$ cat config.mk
export PLATFORM = sky130hd
export DESIGN_NAME = two_button_gesture_decoder_flat
export DESIGN_NICKNAME = d
export VERILOG_FILES = /design/src/hw/rtl/tbgd_pkg.sv /design/src/hw/rtl/tbgd_poll_if.sv /design/src/hw/rtl/tbgd_event_if.sv /design/src/hw/rtl/tbgd_cfg_if.sv /design/src/hw/rtl/tbgd_cfg.sv /design/src/hw/rtl/tbgd_fsm.sv /design/src/hw/rtl/two_button_gesture_decoder.sv /design/src/flat_wrapper.sv
export VERILOG_INCLUDE_DIRS = /design/src /design/src/hw/rtl
export SDC_FILE = /design/constraint.sdc
export NUM_CORES = 1
export LEC_CHECK = 0
export ABC_AREA = 1
export BUFFER_PORTS_ARGS = -buffer_cell sky130_fd_sc_hd__buf_2
export CORE_MARGIN = 3
export CORE_UTILIZATION = 30
export DETAILED_ROUTE_END_ITERATION = 7
export PLACE_DENSITY = 0.42
export SLEW_MARGIN = 0
export SYNTH_ARGS = -nofsm -noshare
export SYNTH_HDL_FRONTEND = slang
export SYNTH_HIERARCHICAL = 1
export SYNTH_SLANG_ARGS = --single-unit
$ cat constraint.sdc
create_clock -name clk -period 8.7 [get_ports clk]
set_input_delay 1.74 -clock clk [delete_from_list [all_inputs] [get_ports clk]]
set_output_delay 1.74 -clock clk [all_outputs]
set_load 0.01 [all_outputs]
$ cat src/hw/rtl/two_button_gesture_decoder_assert.svh
// Assertion macros shared by the gesture decoder modules.
// Each macro expects a clock named clk and a reset named rst in scope.
`ifndef TWO_BUTTON_GESTURE_DECODER_ASSERT_SVH
`define TWO_BUTTON_GESTURE_DECODER_ASSERT_SVH

// Same-cycle implication
`define TBGD_ASSERT_HOLDS(label, ante, cons) \
  label: assert property (@(posedge clk) disable iff (rst) (ante) |-> (cons)) \
    else $error("gesture decoder check failed");

// Next-cycle implication
`define TBGD_ASSERT_NEXT(label, ante, cons) \
  label: assert property (@(posedge clk) disable iff (rst) (ante) |=> (cons)) \
    else $error("gesture decoder check failed");

`endif

$ cat src/hw/rtl/tbgd_pkg.sv
package tbgd_pkg;

  // Field widths
  localparam int TIME_W  = 32;
  localparam int LIMIT_W = 16;
  localparam int STATE_W = 4;
  localparam int EVENT_W = 4;
  localparam int INDEX_W = 2;

  // Register indexes
  localparam logic [INDEX_W-1:0] REG_LONG_PRESS   = 2'd0;
  localparam logic [INDEX_W-1:0] REG_REPEAT       = 2'd1;
  localparam logic [INDEX_W-1:0] REG_CHORD_ESCAPE = 2'd2;

  // Register reset values
  localparam logic [LIMIT_W-1:0] LONG_PRESS_RST   = 16'd800;
  localparam logic [LIMIT_W-1:0] REPEAT_RST       = 16'd200;
  localparam logic [LIMIT_W-1:0] CHORD_ESCAPE_RST = 16'd2000;

  // Gesture states
  localparam logic [STATE_W-1:0] ST_IDLE       = 4'd0;
  localparam logic [STATE_W-1:0] ST_LEFT       = 4'd1;
  localparam logic [STATE_W-1:0] ST_RIGHT      = 4'd2;
  localparam logic [STATE_W-1:0] ST_LEFT_LONG  = 4'd3;
  localparam logic [STATE_W-1:0] ST_RIGHT_LONG = 4'd4;
  localparam logic [STATE_W-1:0] ST_LR_DONE    = 4'd5;
  localparam logic [STATE_W-1:0] ST_RL_DONE    = 4'd6;
  localparam logic [STATE_W-1:0] ST_LR_LEFTUP  = 4'd7;
  localparam logic [STATE_W-1:0] ST_RL_RIGHTUP = 4'd8;
  localparam logic [STATE_W-1:0] ST_ESCAPED    = 4'd9;
  localparam logic [STATE_W-1:0] ST_CHORD_LR   = 4'd10;
  localparam logic [STATE_W-1:0] ST_CHORD_RL   = 4'd11;

  // Event codes
  localparam logic [EVENT_W-1:0] EV_NONE        = 4'd0;
  localparam logic [EVENT_W-1:0] EV_LEFT_TAP    = 4'd1;
  localparam logic [EVENT_W-1:0] EV_RIGHT_TAP   = 4'd2;
  localparam logic [EVENT_W-1:0] EV_LEFT_LONG   = 4'd3;
  localparam logic [EVENT_W-1:0] EV_RIGHT_LONG  = 4'd4;
  localparam logic [EVENT_W-1:0] EV_LR_RUP      = 4'd5;
  localparam logic [EVENT_W-1:0] EV_RL_LUP      = 4'd6;
  localparam logic [EVENT_W-1:0] EV_LR_LUP_RUP  = 4'd7;
  localparam logic [EVENT_W-1:0] EV_RL_RUP_LUP  = 4'd8;
  localparam logic [EVENT_W-1:0] EV_ESCAPE      = 4'd9;

  // Timing limits handed from the register file to the state machine
  typedef struct packed {
    logic [LIMIT_W-1:0] long_press_ms;
    logic [LIMIT_W-1:0] repeat_ms;
    logic [LIMIT_W-1:0] chord_escape_ms;
  } tbgd_cfg_t;

endpackage

$ cat src/hw/rtl/tbgd_poll_if.sv
interface tbgd_poll_if;
  import tbgd_pkg::*;

  logic              valid;
  logic              ready;
  logic              left_held;
  logic              right_held;
  logic [TIME_W-1:0] now_ms;

  modport source (output valid, left_held, right_held, now_ms, input ready);
  modport sink   (input valid, left_held, right_held, now_ms, output ready);
endinterface

$ cat src/hw/rtl/tbgd_event_if.sv
interface tbgd_event_if;
  import tbgd_pkg::*;

  logic               valid;
  logic               ready;
  logic [EVENT_W-1:0] event_code;

  modport source (output valid, event_code, input ready);
  modport sink   (input valid, event_code, output ready);
endinterface

$ cat src/hw/rtl/tbgd_cfg_if.sv
interface tbgd_cfg_if;
  import tbgd_pkg::*;

  logic               valid;
  logic               ready;
  logic [INDEX_W-1:0] index;
  logic [LIMIT_W-1:0] data;

  modport source (output valid, index, data, input ready);
  modport sink   (input valid, index, data, output ready);
endinterface

$ cat src/hw/rtl/tbgd_cfg.sv
module tbgd_cfg (
  input  logic                  clk,
  input  logic                  rst,
  tbgd_cfg_if.sink              cfg,
  output tbgd_pkg::tbgd_cfg_t   limits
);
  import tbgd_pkg::*;

  tbgd_cfg_t regs;

  // Writes are always taken; an unknown index is dropped
  assign cfg.ready = 1'b1;
  assign limits    = regs;

  always_ff @(posedge clk) begin
    if (rst) begin
      regs.long_press_ms   <= LONG_PRESS_RST;
      regs.repeat_ms       <= REPEAT_RST;
      regs.chord_escape_ms <= CHORD_ESCAPE_RST;
    end else if (cfg.valid) begin
      unique case (cfg.index)
        REG_LONG_PRESS:   regs.long_press_ms   <= cfg.data;
        REG_REPEAT:       regs.repeat_ms       <= cfg.data;
        REG_CHORD_ESCAPE: regs.chord_escape_ms <= cfg.data;
        default: ;
      endcase
    end
  end
endmodule

$ cat src/hw/rtl/tbgd_fsm.sv
module tbgd_fsm (
  input  logic                          clk,
  input  logic                          rst,
  input  logic                          step,
  input  logic                          left_held,
  input  logic                          right_held,
  input  logic [tbgd_pkg::TIME_W-1:0]   now_ms,
  input  tbgd_pkg::tbgd_cfg_t           limits,
  output logic [tbgd_pkg::EVENT_W-1:0]  event_code
);
  import tbgd_pkg::*;

  logic [STATE_W-1:0] state;
  logic [STATE_W-1:0] state_next;
  logic [TIME_W-1:0]  hold_start_ms;
  logic [TIME_W-1:0]  hold_start_ms_next;
  logic [TIME_W-1:0]  elapsed;
  logic               over_long;
  logic               over_repeat;
  logic               over_escape;

  // Elapsed time against the stored hold start; negative never triggers
  assign elapsed     = now_ms - hold_start_ms;
  assign over_long   = !elapsed[TIME_W-1] &&
                       (elapsed[TIME_W-2:0] > {15'd0, limits.long_press_ms});
  assign over_repeat = !elapsed[TIME_W-1] &&
                       (elapsed[TIME_W-2:0] > {15'd0, limits.repeat_ms});
  assign over_escape = !elapsed[TIME_W-1] &&
                       (elapsed[TIME_W-2:0] > {15'd0, limits.chord_escape_ms});

  // One poll: states are checked in ascending order, so a state entered
  // earlier in the poll is handled again if its check lies below. Once the hold
  // start is moved to now, the fresh flag keeps every limit from triggering.
  always_comb begin
    logic [STATE_W-1:0] s;
    logic [EVENT_W-1:0] ev;
    logic               fresh;

    s     = (state > ST_CHORD_RL) ? ST_IDLE : state;
    ev    = EV_NONE;
    fresh = 1'b0;

    if (s == ST_IDLE) begin
      if (left_held)  begin s = ST_LEFT;  fresh = 1'b1; end
      if (right_held) begin s = ST_RIGHT; fresh = 1'b1; end
    end
    if (s == ST_LEFT) begin
      if (!fresh && over_long) begin
        s = ST_LEFT_LONG; ev = EV_LEFT_LONG; fresh = 1'b1;
      end
      if (!left_held) begin ev = EV_LEFT_TAP; s = ST_IDLE; end
      if (right_held) begin s = ST_CHORD_LR; fresh = 1'b1; end
    end
    if (s == ST_RIGHT) begin
      if (!fresh && over_long) begin
        s = ST_RIGHT_LONG; ev = EV_RIGHT_LONG; fresh = 1'b1;
      end
      if (!right_held) begin ev = EV_RIGHT_TAP; s = ST_IDLE; end
      if (left_held)   begin s = ST_CHORD_RL; fresh = 1'b1; end
    end
    if (s == ST_LEFT_LONG) begin
      if (!fresh && over_repeat) begin ev = EV_LEFT_LONG; fresh = 1'b1; end
      if (!left_held) s = ST_IDLE;
    end
    if (s == ST_RIGHT_LONG) begin
      if (!fresh && over_repeat) begin ev = EV_RIGHT_LONG; fresh = 1'b1; end
      if (!right_held) s = ST_IDLE;
    end
    if (s == ST_LR_DONE) begin
      if (!left_held) s = ST_IDLE;
      if (right_held) begin s = ST_CHORD_LR; fresh = 1'b1; end
    end
    if (s == ST_RL_DONE) begin
      if (!right_held) s = ST_IDLE;
      if (left_held)   begin s = ST_CHORD_RL; fresh = 1'b1; end
    end
    if (s == ST_LR_LEFTUP) begin
      if (!right_held) begin s = ST_IDLE; ev = EV_LR_LUP_RUP; end
      if (left_held)   begin s = ST_CHORD_LR; fresh = 1'b1; end
    end
    if (s == ST_RL_RIGHTUP) begin
      if (!left_held) begin s = ST_IDLE; ev = EV_RL_RUP_LUP; end
      if (right_held) begin s = ST_CHORD_RL; fresh = 1'b1; end
    end
    if (s == ST_ESCAPED) begin
      if (!left_held && !right_held) s = ST_IDLE;
    end
    if (s == ST_CHORD_LR) begin
      if (!fresh && over_escape) begin s = ST_ESCAPED; ev = EV_ESCAPE; end
      if (!left_held)  s = ST_LR_LEFTUP;
      if (!right_held) begin ev = EV_LR_RUP; s = ST_LR_DONE; end
    end
    if (s == ST_CHORD_RL) begin
      if (!fresh && over_escape) begin s = ST_ESCAPED; ev = EV_ESCAPE; end
      if (!left_held)  begin ev = EV_RL_LUP; s = ST_RL_DONE; end
      if (!right_held) s = ST_RL_RIGHTUP;
    end

    state_next         = s;
    event_code         = ev;
    hold_start_ms_next = fresh ? now_ms : hold_start_ms;
  end

  // State advances once per item
  always_ff @(posedge clk) begin
    if (rst) begin
      state         <= ST_IDLE;
      hold_start_ms <= '0;
    end else if (step) begin
      state         <= state_next;
      hold_start_ms <= hold_start_ms_next;
    end
  end

`include "two_button_gesture_decoder_assert.svh"

  `TBGD_ASSERT_HOLDS(a_state_legal, 1'b1, state <= ST_CHORD_RL)
  `TBGD_ASSERT_NEXT(a_state_idle_hold, !step, $stable(state) && $stable(hold_start_ms))
  `TBGD_ASSERT_NEXT(a_hold_moves_to_now, step && (hold_start_ms_next != hold_start_ms),
                    hold_start_ms == $past(now_ms))

endmodule

$ cat src/hw/rtl/two_button_gesture_decoder.sv
// Two-button gesture decoder.
// poll (sink): one item per button poll with left_held, right_held and the
//   millisecond timestamp now_ms. result (source): one item per poll with
//   event_code (0 none, 1/2 taps, 3/4 long press or repeat, 5-8 chords,
//   9 escape). cfg (sink): register writes, index 0 long_press_ms,
//   1 repeat_ms, 2 chord_escape_ms; always ready, unknown index ignored.
// An accepted poll is held in the input register while the gesture state
// machine decodes it combinationally; its result is loaded into the result
// register when that register is empty or being taken, and is offered from
// there. Throughput is one poll per cycle while result is not stalled, set
// by the single state update per poll through the state machine.
// When result is stalled the result register holds its item, the input
// register holds the next poll, and poll.ready drops until result moves.
// Reset clears both registers, sets the state to idle with a zero hold
// start, and loads the limits 800, 200 and 2000 ms.
module two_button_gesture_decoder (
  input  logic        clk,
  input  logic        rst,
  tbgd_poll_if.sink   poll,
  tbgd_event_if.source result,
  tbgd_cfg_if.sink    cfg
);
  import tbgd_pkg::*;

  tbgd_cfg_t          limits;
  logic               in_valid;
  logic               in_left;
  logic               in_right;
  logic [TIME_W-1:0]  in_now;
  logic               step;
  logic [EVENT_W-1:0] event_next;
  logic               out_valid;
  logic [EVENT_W-1:0] out_code;

  tbgd_cfg u_cfg (
    .clk    (clk),
    .rst    (rst),
    .cfg    (cfg),
    .limits (limits)
  );

  tbgd_fsm u_fsm (
    .clk        (clk),
    .rst        (rst),
    .step       (step),
    .left_held  (in_left),
    .right_held (in_right),
    .now_ms     (in_now),
    .limits     (limits),
    .event_code (event_next)
  );

  // Item moves from input register to result register
  assign step       = in_valid && (!out_valid || result.ready);
  assign poll.ready = !in_valid || step;

  // Input register
  always_ff @(posedge clk) begin
    if (rst) begin
      in_valid <= 1'b0;
    end else if (poll.ready) begin
      in_valid <= poll.valid;
    end
  end

  always_ff @(posedge clk) begin
    if (poll.valid && poll.ready) begin
      in_left  <= poll.left_held;
      in_right <= poll.right_held;
      in_now   <= poll.now_ms;
    end
  end

  // Result register
  always_ff @(posedge clk) begin
    if (rst) begin
      out_valid <= 1'b0;
    end else if (step) begin
      out_valid <= 1'b1;
    end else if (result.ready) begin
      out_valid <= 1'b0;
    end
  end

  always_ff @(posedge clk) begin
    if (step) begin
      out_code <= event_next;
    end
  end

  assign result.valid      = out_valid;
  assign result.event_code = out_code;

`include "two_button_gesture_decoder_assert.svh"

  `TBGD_ASSERT_NEXT(a_step_fills_result, step, out_valid && (out_code == $past(event_next)))
  `TBGD_ASSERT_NEXT(a_stall_keeps_input, in_valid && !step, in_valid)
  `TBGD_ASSERT_HOLDS(a_result_code_range, out_valid, out_code <= EV_ESCAPE)

endmodule

$ cat src/flat_wrapper.sv
// flat-port wrapper written by rule: the top's interface ports become plain ports
module two_button_gesture_decoder_flat import tbgd_pkg::*;
  (clk, rst, poll_valid, poll_left_held, poll_right_held, poll_now_ms, poll_ready, result_valid, result_event_code, result_ready, cfg_valid, cfg_index, cfg_data, cfg_ready);
  tbgd_poll_if poll_i ();
  tbgd_event_if result_i ();
  tbgd_cfg_if cfg_i ();
  input  logic clk;
  input  logic rst;
  input wire logic [$bits(poll_i.valid)-1:0] poll_valid;
  input wire logic [$bits(poll_i.left_held)-1:0] poll_left_held;
  input wire logic [$bits(poll_i.right_held)-1:0] poll_right_held;
  input wire logic [$bits(poll_i.now_ms)-1:0] poll_now_ms;
  output wire logic [$bits(poll_i.ready)-1:0] poll_ready;
  output wire logic [$bits(result_i.valid)-1:0] result_valid;
  output wire logic [$bits(result_i.event_code)-1:0] result_event_code;
  input wire logic [$bits(result_i.ready)-1:0] result_ready;
  input wire logic [$bits(cfg_i.valid)-1:0] cfg_valid;
  input wire logic [$bits(cfg_i.index)-1:0] cfg_index;
  input wire logic [$bits(cfg_i.data)-1:0] cfg_data;
  output wire logic [$bits(cfg_i.ready)-1:0] cfg_ready;
  assign poll_i.valid = poll_valid;
  assign poll_i.left_held = poll_left_held;
  assign poll_i.right_held = poll_right_held;
  assign poll_i.now_ms = poll_now_ms;
  assign poll_ready = poll_i.ready;
  assign result_valid = result_i.valid;
  assign result_event_code = result_i.event_code;
  assign result_i.ready = result_ready;
  assign cfg_i.valid = cfg_valid;
  assign cfg_i.index = cfg_index;
  assign cfg_i.data = cfg_data;
  assign cfg_ready = cfg_i.ready;
  two_button_gesture_decoder u_core (.clk(clk), .rst(rst), .poll(poll_i), .result(result_i), .cfg(cfg_i));
endmodule
* Word level (Yosys, flattened, before mapping) *
Cells that the tools add are included.

operators by class
  $add $sub $neg = 1
  order comparisons = 4
  eq/ne operators = 13
  muxes and demuxes = 81
  reduce and logical (&&, ||, !) cells = 30

operators with widths
  operator                                                               count
  4-bit two-way mux                                                      57
  31-bit by 16-bit greater-than comparator with 1-bit output             3
  32-bit subtractor                                                      1
  1-bit two-way mux                                                      23
  4-bit by 3-bit equality test with 1-bit output, second input constant  4
  4-bit equality test, second input constant                             4
  1-bit logical AND                                                      11
  1-bit zero test                                                        10
  4-bit by 2-bit equality test with 1-bit output, second input constant  2
  2-bit AND reduction                                                    4
  4-bit by 1-bit equality test with 1-bit output, second input constant  1
  4-bit greater-than comparator, second input constant                   1
  4-bit zero test                                                        1
  2-bit by 1-bit equality test with 1-bit output, second input constant  1
  2-bit equality test, second input constant                             1
  2-bit zero test                                                        1
  1-bit logical OR                                                       2
  2-bit two-way mux                                                      1
  2-bit nonzero test                                                     1

word-level totals
  register bits after elaboration = 124
  output and inout port bits = 7
  logic and storage cells = 140

* Logic depth before layout (Yosys ltp) *
Gate-level depths: netlist of run 1.

  depth in word-level cells = 41
  mapped depth = 45

* Hierarchy *
The synthesis of run 1 kept the hierarchy.

modules (own cells, without submodules)
  module                      instances  cells each  area an instance (µm²)
  tbgd_fsm                    1          1047        5994.5
  tbgd_cfg                    1          293         2028.2
  two_button_gesture_decoder  1          50          1232.4

* Worst setup path before layout of run 1 *
No wires, ideal clock.

  path type = register to register
  start point = reg u_core.in_now[0]
  end point = reg u_core.out_code[0] (netlist: u_core/result.event_code[0]) (data pin)
  library setup time = 0.271 ns
  data arrival time = 4.726 ns
  required time = 8.429 ns
  setup slack = 3.703 ns
  cell stages (with the launch flop) = 41
  path through = edfxtp_1 > inv_1 > ha_1 > fa_1 > inv_1 > nand3_1 > nand3_1 > nand3_1 > nand3_1 > xor2_1 > ha_1 > a21oi_1 > o21ai_0 > a21oi_1 > a21boi_0 > o21ai_0 > nand3_2 > nand3_2 > [5 not listed] > nand2_4 > inv_2 > nand4_1 > nor2_1 > nor2_1 > nand3_1 > nand2_2 > nor2_4 > a21oi_1 > nor2_2 > nand3_2 > nand3_1 > nor2_2 > nand3_1 > nand2_1 > nor2_4 > nand3_1 > o2111ai_1

on the way
  cells in the longest elaborated chain, start to end = 37
  elaborated cells between the ends (all ways) = 95
  those cells by class = 1 x add/sub; 3 x order compare; 10 x eq/ne; 68 x mux; 13 x reduce/logical

ends and longest elaborated chain
  item                                                                                                  RTL line                          RTL
  start, declared                                                                                       two_button_gesture_decoder.sv:29  logic [TIME_W-1:0] in_now;
  start signal, assigned                                                                                two_button_gesture_decoder.sv:70  in_now <= poll.now_ms;
  32-bit subtractor *                                                                                   tbgd_fsm.sv:23                    assign elapsed = now_ms - hold_start_ms;
  31-bit by 16-bit greater-than comparator with 1-bit output / 1-bit zero test (equally long branches)  --
  1-bit logical AND                                                                                     tbgd_fsm.sv:24                    assign over_long = !elapsed[TIME_W-1] &&
  1-bit logical AND                                                                                     tbgd_fsm.sv:48                    if (!fresh && over_long) begin
  1-bit two-way mux                                                                                     tbgd_fsm.sv:48
  1-bit two-way mux                                                                                     tbgd_fsm.sv:52                    if (right_held) begin s = ST_CHORD_LR; fresh = 1'b1; end
  1-bit two-way mux                                                                                     tbgd_fsm.sv:47                    if (s == ST_LEFT) begin
  1-bit zero test                                                                                       tbgd_fsm.sv:55                    if (!fresh && over_long) begin
  [22 not listed]                                                                                       --
  4-bit two-way mux                                                                                     tbgd_fsm.sv:85                    if (s == ST_ESCAPED) begin
  4-bit two-way mux                                                                                     tbgd_fsm.sv:89                    if (!fresh && over_escape) begin s = ST_ESCAPED; ev = EV_ESCAPE; end
  4-bit two-way mux                                                                                     tbgd_fsm.sv:90                    if (!left_held) s = ST_LR_LEFTUP;
  4-bit two-way mux                                                                                     tbgd_fsm.sv:91                    if (!right_held) begin ev = EV_LR_RUP; s = ST_LR_DONE; end
  4-bit two-way mux                                                                                     tbgd_fsm.sv:88                    if (s == ST_CHORD_LR) begin
  4-bit equality test                                                                                   tbgd_fsm.sv:93                    if (s == ST_CHORD_RL) begin
  4-bit two-way mux *                                                                                   tbgd_fsm.sv:93
  named net u_core.event_next[0]                                                                        two_button_gesture_decoder.sv:31  logic [EVENT_W-1:0] event_next;
  end signal, assigned                                                                                  two_button_gesture_decoder.sv:87  out_code <= event_next;
  end, declared                                                                                         two_button_gesture_decoder.sv:33  logic [EVENT_W-1:0] out_code;

Mark *: on every way through the listed nets, which the timed path passes. The rest lies on a longest branch.
A chain may end at the register's enable or synchronous reset.

* Final worst setup path of run 1 *
  start point = reg u_core.in_now[0]
  end point = reg u_core.u_fsm.hold_start_ms[0]

on the way
  cells in the longest elaborated chain, start to end = 29
  elaborated cells between the ends (all ways) = 60
  those cells by class = 1 x add/sub; 2 x order compare; 7 x eq/ne; 39 x mux; 11 x reduce/logical

ends and longest elaborated chain
  item                                                                                                  RTL line                                        RTL
  32-bit subtractor                                                                                     tbgd_fsm.sv:23
  31-bit by 16-bit greater-than comparator with 1-bit output / 1-bit zero test (equally long branches)  tbgd_fsm.sv:25, tbgd_fsm.sv:24, tbgd_fsm.sv:26
  1-bit logical AND                                                                                     tbgd_fsm.sv:24
  1-bit logical AND                                                                                     tbgd_fsm.sv:48
  1-bit two-way mux                                                                                     tbgd_fsm.sv:48
  1-bit two-way mux                                                                                     tbgd_fsm.sv:52
  1-bit two-way mux                                                                                     tbgd_fsm.sv:47
  1-bit zero test                                                                                       tbgd_fsm.sv:55
  [13 not listed]                                                                                       --
  4-bit two-way mux / 1-bit two-way mux (equally long branches)                                         tbgd_fsm.sv:75, tbgd_fsm.sv:69
  4-bit two-way mux / 1-bit two-way mux (equally long branches)                                         tbgd_fsm.sv:73, tbgd_fsm.sv:75
  4-bit two-way mux / 1-bit two-way mux (equally long branches)                                         tbgd_fsm.sv:78, tbgd_fsm.sv:73
  4-bit two-way mux / 1-bit two-way mux (equally long branches)                                         tbgd_fsm.sv:79                                  if (left_held) begin s = ST_CHORD_LR; fresh = 1'b1; end
  4-bit two-way mux / 1-bit two-way mux (equally long branches)                                         tbgd_fsm.sv:77                                  if (s == ST_LR_LEFTUP) begin
  4-bit equality test / 1-bit two-way mux (equally long branches)                                       tbgd_fsm.sv:81, tbgd_fsm.sv:83
  1-bit two-way mux                                                                                     tbgd_fsm.sv:81                                  if (s == ST_RL_RIGHTUP) begin
  2-bit AND reduction (no source line)                                                                  --
  end signal, assigned                                                                                  tbgd_fsm.sv:111                                 hold_start_ms <= hold_start_ms_next;
  end, declared                                                                                         tbgd_fsm.sv:15                                  logic [TIME_W-1:0] hold_start_ms;

Several ways; a longest one is shown, not always the timed one.

==> reports/qor.txt, run 1 <==
DRT Pass-1 Iters - 5
P_leak - 5.40 nW
Initial antenna violation count - 0
Tot GR Track Use - 0.152
DRT antenna net count - 0
Fmax achieved - 0.153 GHz
Post-synthesis register bit count - 124
CTS hold repair buffers - 0
Number of synthesized flops with an enable pin - 38
Setup ws final - 2.17 ns
Drt drc - 0
Core area - 0.0300 sq mm
DP HPWL - 19300 microns
Hold crit path type - reg -> reg
Arrival @ worst endpoint - 6.83 ns
Io pins - 64
Largest stage delay, worst path - 0.73 ns
DP Worst Slack - 2.13 ns
Post-synth ARST share - 0
Avg Synthesized Cell Area - 6.66 sq um
GR Overflow Total - 0
IO Port Bufs - 62
Crit start category - register
Via density - 4.47
Post-CTS setup repair buffer count - 0
Synth cell types - 53
Initial core utilization - 0.308
Cells after Synth - 1390
Fin crit period - 6.53 ns
Max-slew violations - 0
Post-Syn Nets - 1530
WS Path Type - reg -> reg
Total power - 2.60 mW
Finished Core Util - 0.349
CTS root buf - clkbuf_16
Worst slew pin tran - 1.13 ns
RePlAce Congestion - 0.845
Worst Skew - 0.0126 ns
RSZ-0062 raised after global routing - false
Filler cells - 3284
Row count - 63
Placed inst area - 0.00989 sq mm
Worst IR Drop VDD - 0.000119 V
Vias in the first global route - 7711
Yosys Warn Count - 6
Status - completed
Max FO, Critical Path - 62
Area grow syn2layout - 13.3%
WP data required - 9.01 ns
CTS sink cnt - 124
Nets - 1583
CP most frequent cell - nand3_2
Tcrit/Tclk final - 0.750
Antenna cell count - 0
Worst setup EP type - register
Worst slew margin - 0.249
Final WL - 24800 microns
Final instance area - 0.0105 sq mm
Layout cell share with drive strength beyond 1 - 0.121
Most used DFF post-synth - dfxtp_1
Clock Latency Late Sink - 0.43 ns
Clock Path Buffers - 2
Chip width - 182 microns
Max_cap viols - 0
Hold Fails Final Rpt - 0
Pwr Density - 248 mW/mm^2
Die Y - 182 microns
Largest net degree at the start of global routing - 63
Critical-path top delay cell - nand2_2
H-tree depth - 4
Global-route wire length before repair - 40300 microns
Mapped cell area - 0.00926 sq mm
CTS tree - yes
Area of the die - 0.0330 sq mm
WL/cell - 13.5 microns
Reg clk slew, reported paths - 0.06 ns
Register area share after synthesis - 0.309
TritonCTS buffer count - 17
Detailed router's first-iteration violation count - 417
DR vias - 8243
Setup_tns - 0 ns
Finish-stage setup viols - 0
Post-CTS Resized - 0
-- layout make-up --
cell class / count / area, sq um / area share
Sequential cell: 124 / 2860 / 0.273
Multi-Input combinational cell: 935 / 5090 / 0.485
Inverter: 301 / 1130 / 0.108
Clock inverter: 10 / 76.3 / 0.00728
Timing Repair Buffer: 64 / 325 / 0.0310
Tap cell: 390 / 488 / 0.0465
Clock buffer: 22 / 518 / 0.0494
-- synth_stat cells (2+ instances only) --
library cell | count | area (sq um)
a21oi_2 | 3 | 26.3
buf_2 | 6 | 30.0
xnor2_1 | 2 | 17.5
nor4_1 | 2 | 12.5
nor3_1 | 8 | 40.0
o2111ai_1 | 2 | 17.5
or2_1 | 2 | 12.5
dfxtp_1 | 86 | 1720
edfxtp_1 | 38 | 1140
nand3_1 | 70 | 350
nor3_2 | 4 | 40.0
inv_2 | 22 | 82.6
o221ai_1 | 2 | 17.5
clkinv_1 | 2 | 7.51
nand3_2 | 14 | 140
nand2_1 | 382 | 1430
o211ai_1 | 3 | 22.5
o21ai_0 | 46 | 230
o21bai_1 | 2 | 15.0
buf_4 | 9 | 67.6
a31oi_1 | 3 | 18.8
nand4_1 | 25 | 156
clkbuf_1 | 11 | 41.3
xor2_1 | 14 | 123
buf_6 | 3 | 33.8
nor2_1 | 120 | 450
a21oi_1 | 100 | 500
inv_1 | 277 | 1040
nand2_2 | 12 | 75.1
ha_1 | 82 | 1030
nor2_4 | 3 | 33.8
a21o_1 | 4 | 30.0
nor2_2 | 11 | 68.8
-- power breakdown --
| part | leakage, nW | total [mW] | internal (mW) | switching [mW] |
|---|---|---|---|---|
| logic | 4.04 | 1.20 | 0.413 | 0.790 |
| clock network | 0.289 | 0.716 | 0.425 | 0.292 |
| registers | 1.08 | 0.682 | 0.657 | 0.0247 |
-- layout by cell type (no fill, tap or decap), types with 11 or more instances in the layout --
| cell type | synthesis | layout |
|---|---|---|
| a21oi_1 | 100 | 100 |
| buf_2 | 6 | 62 |
| clkbuf_16 | 0 | 20 |
| dfxtp_1 | 86 | 86 |
| edfxtp_1 | 38 | 38 |
| ha_1 | 82 | 82 |
| inv_1 | 277 | 276 |
| inv_2 | 22 | 23 |
| nand2_1 | 382 | 381 |
| nand2_2 | 12 | 13 |
| nand3_1 | 70 | 70 |
| nand3_2 | 14 | 14 |
| nand4_1 | 25 | 25 |
| nor2_1 | 120 | 120 |
| nor2_2 | 11 | 11 |
| o21ai_0 | 46 | 46 |
| xor2_1 | 14 | 14 |
-- per-layer routing --
layer,vias up,GRT usage,share of wire
li1,4466,-,-
met1,3637,0.207,0.50
met2,118,0.246,0.45
met3,22,0.0290,0.035
met4,0,0.0417,0.014
met5,-,0,0
-- cells by family after synthesis --
kind of cell / after synthesis / synth area share
adders and majority gates: 83 / 0.113
buffers and inverters: 331 / 0.141
DFF: 124 / 0.309
AOI/OAI and AO/OA: 174 / 0.106
xor gates and xnor gates: 17 / 0.0181
and+or+nand+nor: 660 / 0.312
other: 1 / 0.000405
-- state kept, by name, summed over array words and instances (netlist names) --
name,flops
u_core/result.event_code,4
u_core/result.valid,1
u_core/in_right,1
u_core/u_fsm/hold_start_ms,32
u_core/in_valid,1
u_core/in_left,1
u_core/in_now,32
u_core/u_fsm/state,4
u_core/u_cfg/limits,48
-- worst paths after layout --
check	start	to	slack, ns	depth (start not counted)
worst max-delay path	u_core/in_now[0]$_DFFE_PP_	u_core/u_fsm/hold_start_ms[0]$_SDFFE_PP0P_	2.17	38
worst min-delay path	u_core/u_fsm/hold_start_ms[13]$_SDFFE_PP0P_	u_core/u_fsm/hold_start_ms[13]$_SDFFE_PP0P_	0.46	2
worst max register to register	u_core/in_now[0]$_DFFE_PP_	u_core/u_fsm/hold_start_ms[0]$_SDFFE_PP0P_	2.17	38
worst min register to register	u_core/u_fsm/hold_start_ms[13]$_SDFFE_PP0P_	u_core/u_fsm/hold_start_ms[13]$_SDFFE_PP0P_	0.46	2
-- per-stage QoR --
stage / hold WS (ns) / instances
after floorplan: 0.429 / 1390
after global placement: 0.444 / 1814
after detailed placement: 0.443 / 1814
after CTS: 0.459 / 1846
after global routing: 0.475 / 1846
final: 0.457 / 1846
-- worst max-delay path, delay by kind of cell, from the launching register on --
kind	cells	cell delay, ns
and+or+nand+nor	22	2.98
AOI/OAI and AO/OA	8	1.34
xor gates and xnor gates	1	0.31
DFF	1	0.34
adders and majority gates	3	0.96
buffers and inverters	4	0.45
No activity file was read; power rests on OpenSTA's default activity.
==> run 2, diff against run 1 <==
Settings changed: ABC_AREA 1 to 0.
Clock period 8.7 ns to 6.3 ns, I/O delays scaled along.
==> reports/qor.txt, run 2 <==
Status - completed
Reg-to-reg startpoint - u_core/in_now[0]$_DFFE_PP_
Finished Core Util - 0.358 (+0.00922)
DRT Pass-1 Iters - 6 (+1)
Most used DFF post-synth - dfxtp_1
Reg clk slew, reported paths - 0.06 ns (about the same)
Die Y - 178 microns (-2.1%)
Io pins - 64 (unchanged)
Detailed router's first-iteration violation count - 404 (-3.1%)
Tot GR Track Use - 0.155 (+0.00328)
TritonCTS buffer count - 17 (unchanged)
Register area share after synthesis - 0.323 (+0.0138)
Worst slew margin - 0.302 (+0.0538)
P_leak - 4.40 nW (-18%)
Worst IR Drop VDD - 0.000175 V (+47%)
CTS root buf - clkbuf_16
RePlAce Congestion - 0.862 (+2.0%)
CTS tree - yes
WHS - 0.473 ns (+0.0161 ns)
Hold crit path type - reg -> reg
R2r setup slk - 0.32 ns (-1.86 ns)
Top Metal Used - met4
Post-synthesis register bit count - 124 (unchanged)
CTS hold repair buffers - 0 (unchanged)
Vias in the first global route - 7488 (-2.9%)
Fin crit period - 5.98 ns (-0.545 ns)
DP HPWL - 18400 microns (-4.6%)
DR vias - 7465 (-9.4%)
Commonest cells in the netlist - 95 x nor2_1, 94 x inv_1, 86 x dfxtp_1
Chip width - 178 microns (-2.1%)
Mapped cell area - 0.00886 sq mm (-4.3%)
Via density - 5.00 (+12%)
DP Worst Slack - 0.0340 ns (-2.10 ns)
Max-slew violations - 0 (unchanged)
Largest net degree at the start of global routing - 70 (+11%)
Nets - 1235 (-22%)
Area grow syn2layout - 17.1%
R2r endpoint - u_core/result.event_code[0]$_DFFE_PP_
Clock Path Buffers - 2 (unchanged)
Post-synth ARST share - 0 (unchanged)
Placed inst area - 0.00975 sq mm (-1.5%)
Pwr Density - 315 mW/mm^2 (+27%)
Most frequent cells in the layout - 95 x nor2_1, 94 x inv_1, 86 x dfxtp_1
Most frequent cell after synthesis - nor2_1
Drt drc - 0 (unchanged)
Final WL - 24000 microns (-3.4%)
Max reg flops - 48 (unchanged)
Avg Synthesized Cell Area - 8.66 sq um (+30%)
H-tree depth - 4 (unchanged)
GR Overflow Total - 0 (unchanged)
Layout cell share with drive strength beyond 1 - 0.151 (+0.0298)
Clock Latency Late Sink - 0.43 ns (about the same)
Yosys Warn Count - 6 (unchanged)
Tcrit/Tclk final - 0.949 (+0.199)
Arrival @ worst endpoint - 6.16 ns (-0.67 ns)
Reg2Reg Depth - 23 (-39%)
Synth cell types - 89 (+68%)
Crit start category - register
WL/cell - 16.1 microns (+20%)
IO Port Bufs - 62 (unchanged)
Antenna cell count - 0 (unchanged)
Metal3 WL - 676 microns (-21%)
Worst Skew - 0.00932 ns (-0.00330 ns)
Fmax achieved - 0.167 GHz (+9.1%)
Worst setup EP type - register
Worst slew pin tran - 1.04 ns (-0.0826 ns)
Finish-stage setup viols - 0 (unchanged)
Row count - 62 (-1.6%)
Hold Crit Depth - 2 (unchanged)
CTS sink cnt - 124 (unchanged)
Area of the die - 0.0316 sq mm (-4.1%)
Final instance area - 0.0104 sq mm (-1.1%)
WS Path Type - reg -> reg
Initial antenna violation count - 0 (unchanged)
Hold Fails Final Rpt - 0 (unchanged)
Initial core utilization - 0.306 (-0.00193)
DRT antenna net count - 0 (unchanged)
Met2 WL - 11400 microns (+2.6%)
Setup ws final - 0.319 ns (-1.86 ns)
Core area - 0.0289 sq mm (-3.7%)
Max_cap viols - 0 (unchanged)
Wl on met1 - 11700 microns (-7.1%)
Post-Syn Nets - 1163 (-24%)
Cells after Synth - 1023 (-26%)
Hold EP - u_core/u_cfg/limits[35]$_SDFFE_PP0P_
Global-route wire length before repair - 39000 microns (-3.0%)
WP data required - 6.48 ns (-2.53 ns)
Most common cell after layout, fill and taps aside - nor2_1
Number of synthesized flops with an enable pin - 38 (unchanged)
Top-area cell type share of the netlist area - 0.194 (+0.00827)
Setup_tns - 0 ns (unchanged)
Synth area leaders - dfxtp_1 19%, edfxtp_1 13%, ha_1 12%
Min-Delay Startpoint - u_core/u_cfg/limits[35]$_SDFFE_PP0P_
Yosys top cell by area - dfxtp_1
Max FO, Critical Path - 5 (-92%)
## run 2: cell count changes in the layout (fill, tap and decap cells not counted), sizes merged, moves of 31 or more
cell	delta
nand2	-333
inv	-200
mux2i	+81
nand3	-68
nand2b	+61
nor2	-39
a21oi	-37
buf	+31
## run 2: what timing repair did
action / in CTS / in global routing
resized for setup: 1 / 9
pin swaps: 0 / 3
endpoints found under the hold margin: 0 / 0
setup buffers: 0 / 0
setup endpoints to repair: 1 / 37
## run 2: logic make-up (layout without fill, tap and decap cells)
logic type / count (synthesis) / count (layout) / synth area share
compound gates: 253 / 253 / 0.192
fa+ha+maj: 83 / 83 / 0.118
other cells: 1 / 1 / 0.000423
mux: 82 / 82 / 0.0928
simple gates: 320 / 320 / 0.189
xor+xnor: 23 / 23 / 0.0227
flops: 124 / 124 / 0.323
buf+inv: 137 / 222 / 0.0618
## run 2: layout make-up
type                       count  area [sq um]
multi-input combinational    762          5520
clock buffer                  18           439
sequential                   124          2860
clock inverter                14           135
tap                          384           480
fill                        2975         18600
timing repair buffer          95           583
inverter                      95           357
## run 2: how the worst max path moves through the flow
stage                                     startpoint                                     to  slack (ns)
after floorplan           u_core/in_now[0]$_DFFE_PP_  u_core/result.event_code[0]$_DFFE_PP_        0.32
after detailed placement  u_core/in_now[0]$_DFFE_PP_  u_core/result.event_code[0]$_DFFE_PP_        0.03
after global placement    u_core/in_now[0]$_DFFE_PP_  u_core/result.event_code[0]$_DFFE_PP_        0.14
final                     u_core/in_now[0]$_DFFE_PP_  u_core/result.event_code[0]$_DFFE_PP_        0.32
after CTS                 u_core/in_now[0]$_DFFE_PP_  u_core/result.event_code[0]$_DFFE_PP_        0.07
after global routing      u_core/in_now[0]$_DFFE_PP_  u_core/result.event_code[0]$_DFFE_PP_       -0.01
## run 2: critical path: stages, from the launching register on
cell and delay (ns):
edfxtp_1 0.34, inv_1 0.05, ha_1 0.21, fa_1 0.40, nand2b_1 0.19, a21oi_2 0.20
o21ai_0 0.19, nand2_1 0.15, a31oi_1 0.13, xnor2_2 0.19, ha_1 0.33, nand4_1 0.17
nor3_2 0.24, o211ai_1 0.14, a221oi_2 0.30, a22oi_2 0.15, a2111o_1 0.42, and2_1 0.16
o311a_1 0.35, o22a_1 0.24, or3_1 0.37, a21o_1 0.20, or3_4 0.42, o22a_1 0.21
## run 2: metal layers
metal	GRT usage	vias to the layer above
met5	0	-
met4	0.0380	0
met3	0.0246	18
met2	0.258	128
met1	0.211	3506
li1	-	3813
## run 2: report_power, final
group	switching (mW)	leakage, nW	internal (mW)
sequential	0.0321	1.07	0.886
combinational	0.788	3.05	0.579
clock	0.416	0.282	0.562
## run 2: metrics by stage
step / instances / power [mW]
after CTS: 1492 / 3.28
after global placement: 1460 / 2.28
final: 1492 / 3.26
after floorplan: 1023 / 1.86
after detailed placement: 1460 / 2.27
after global routing: 1492 / 3.50
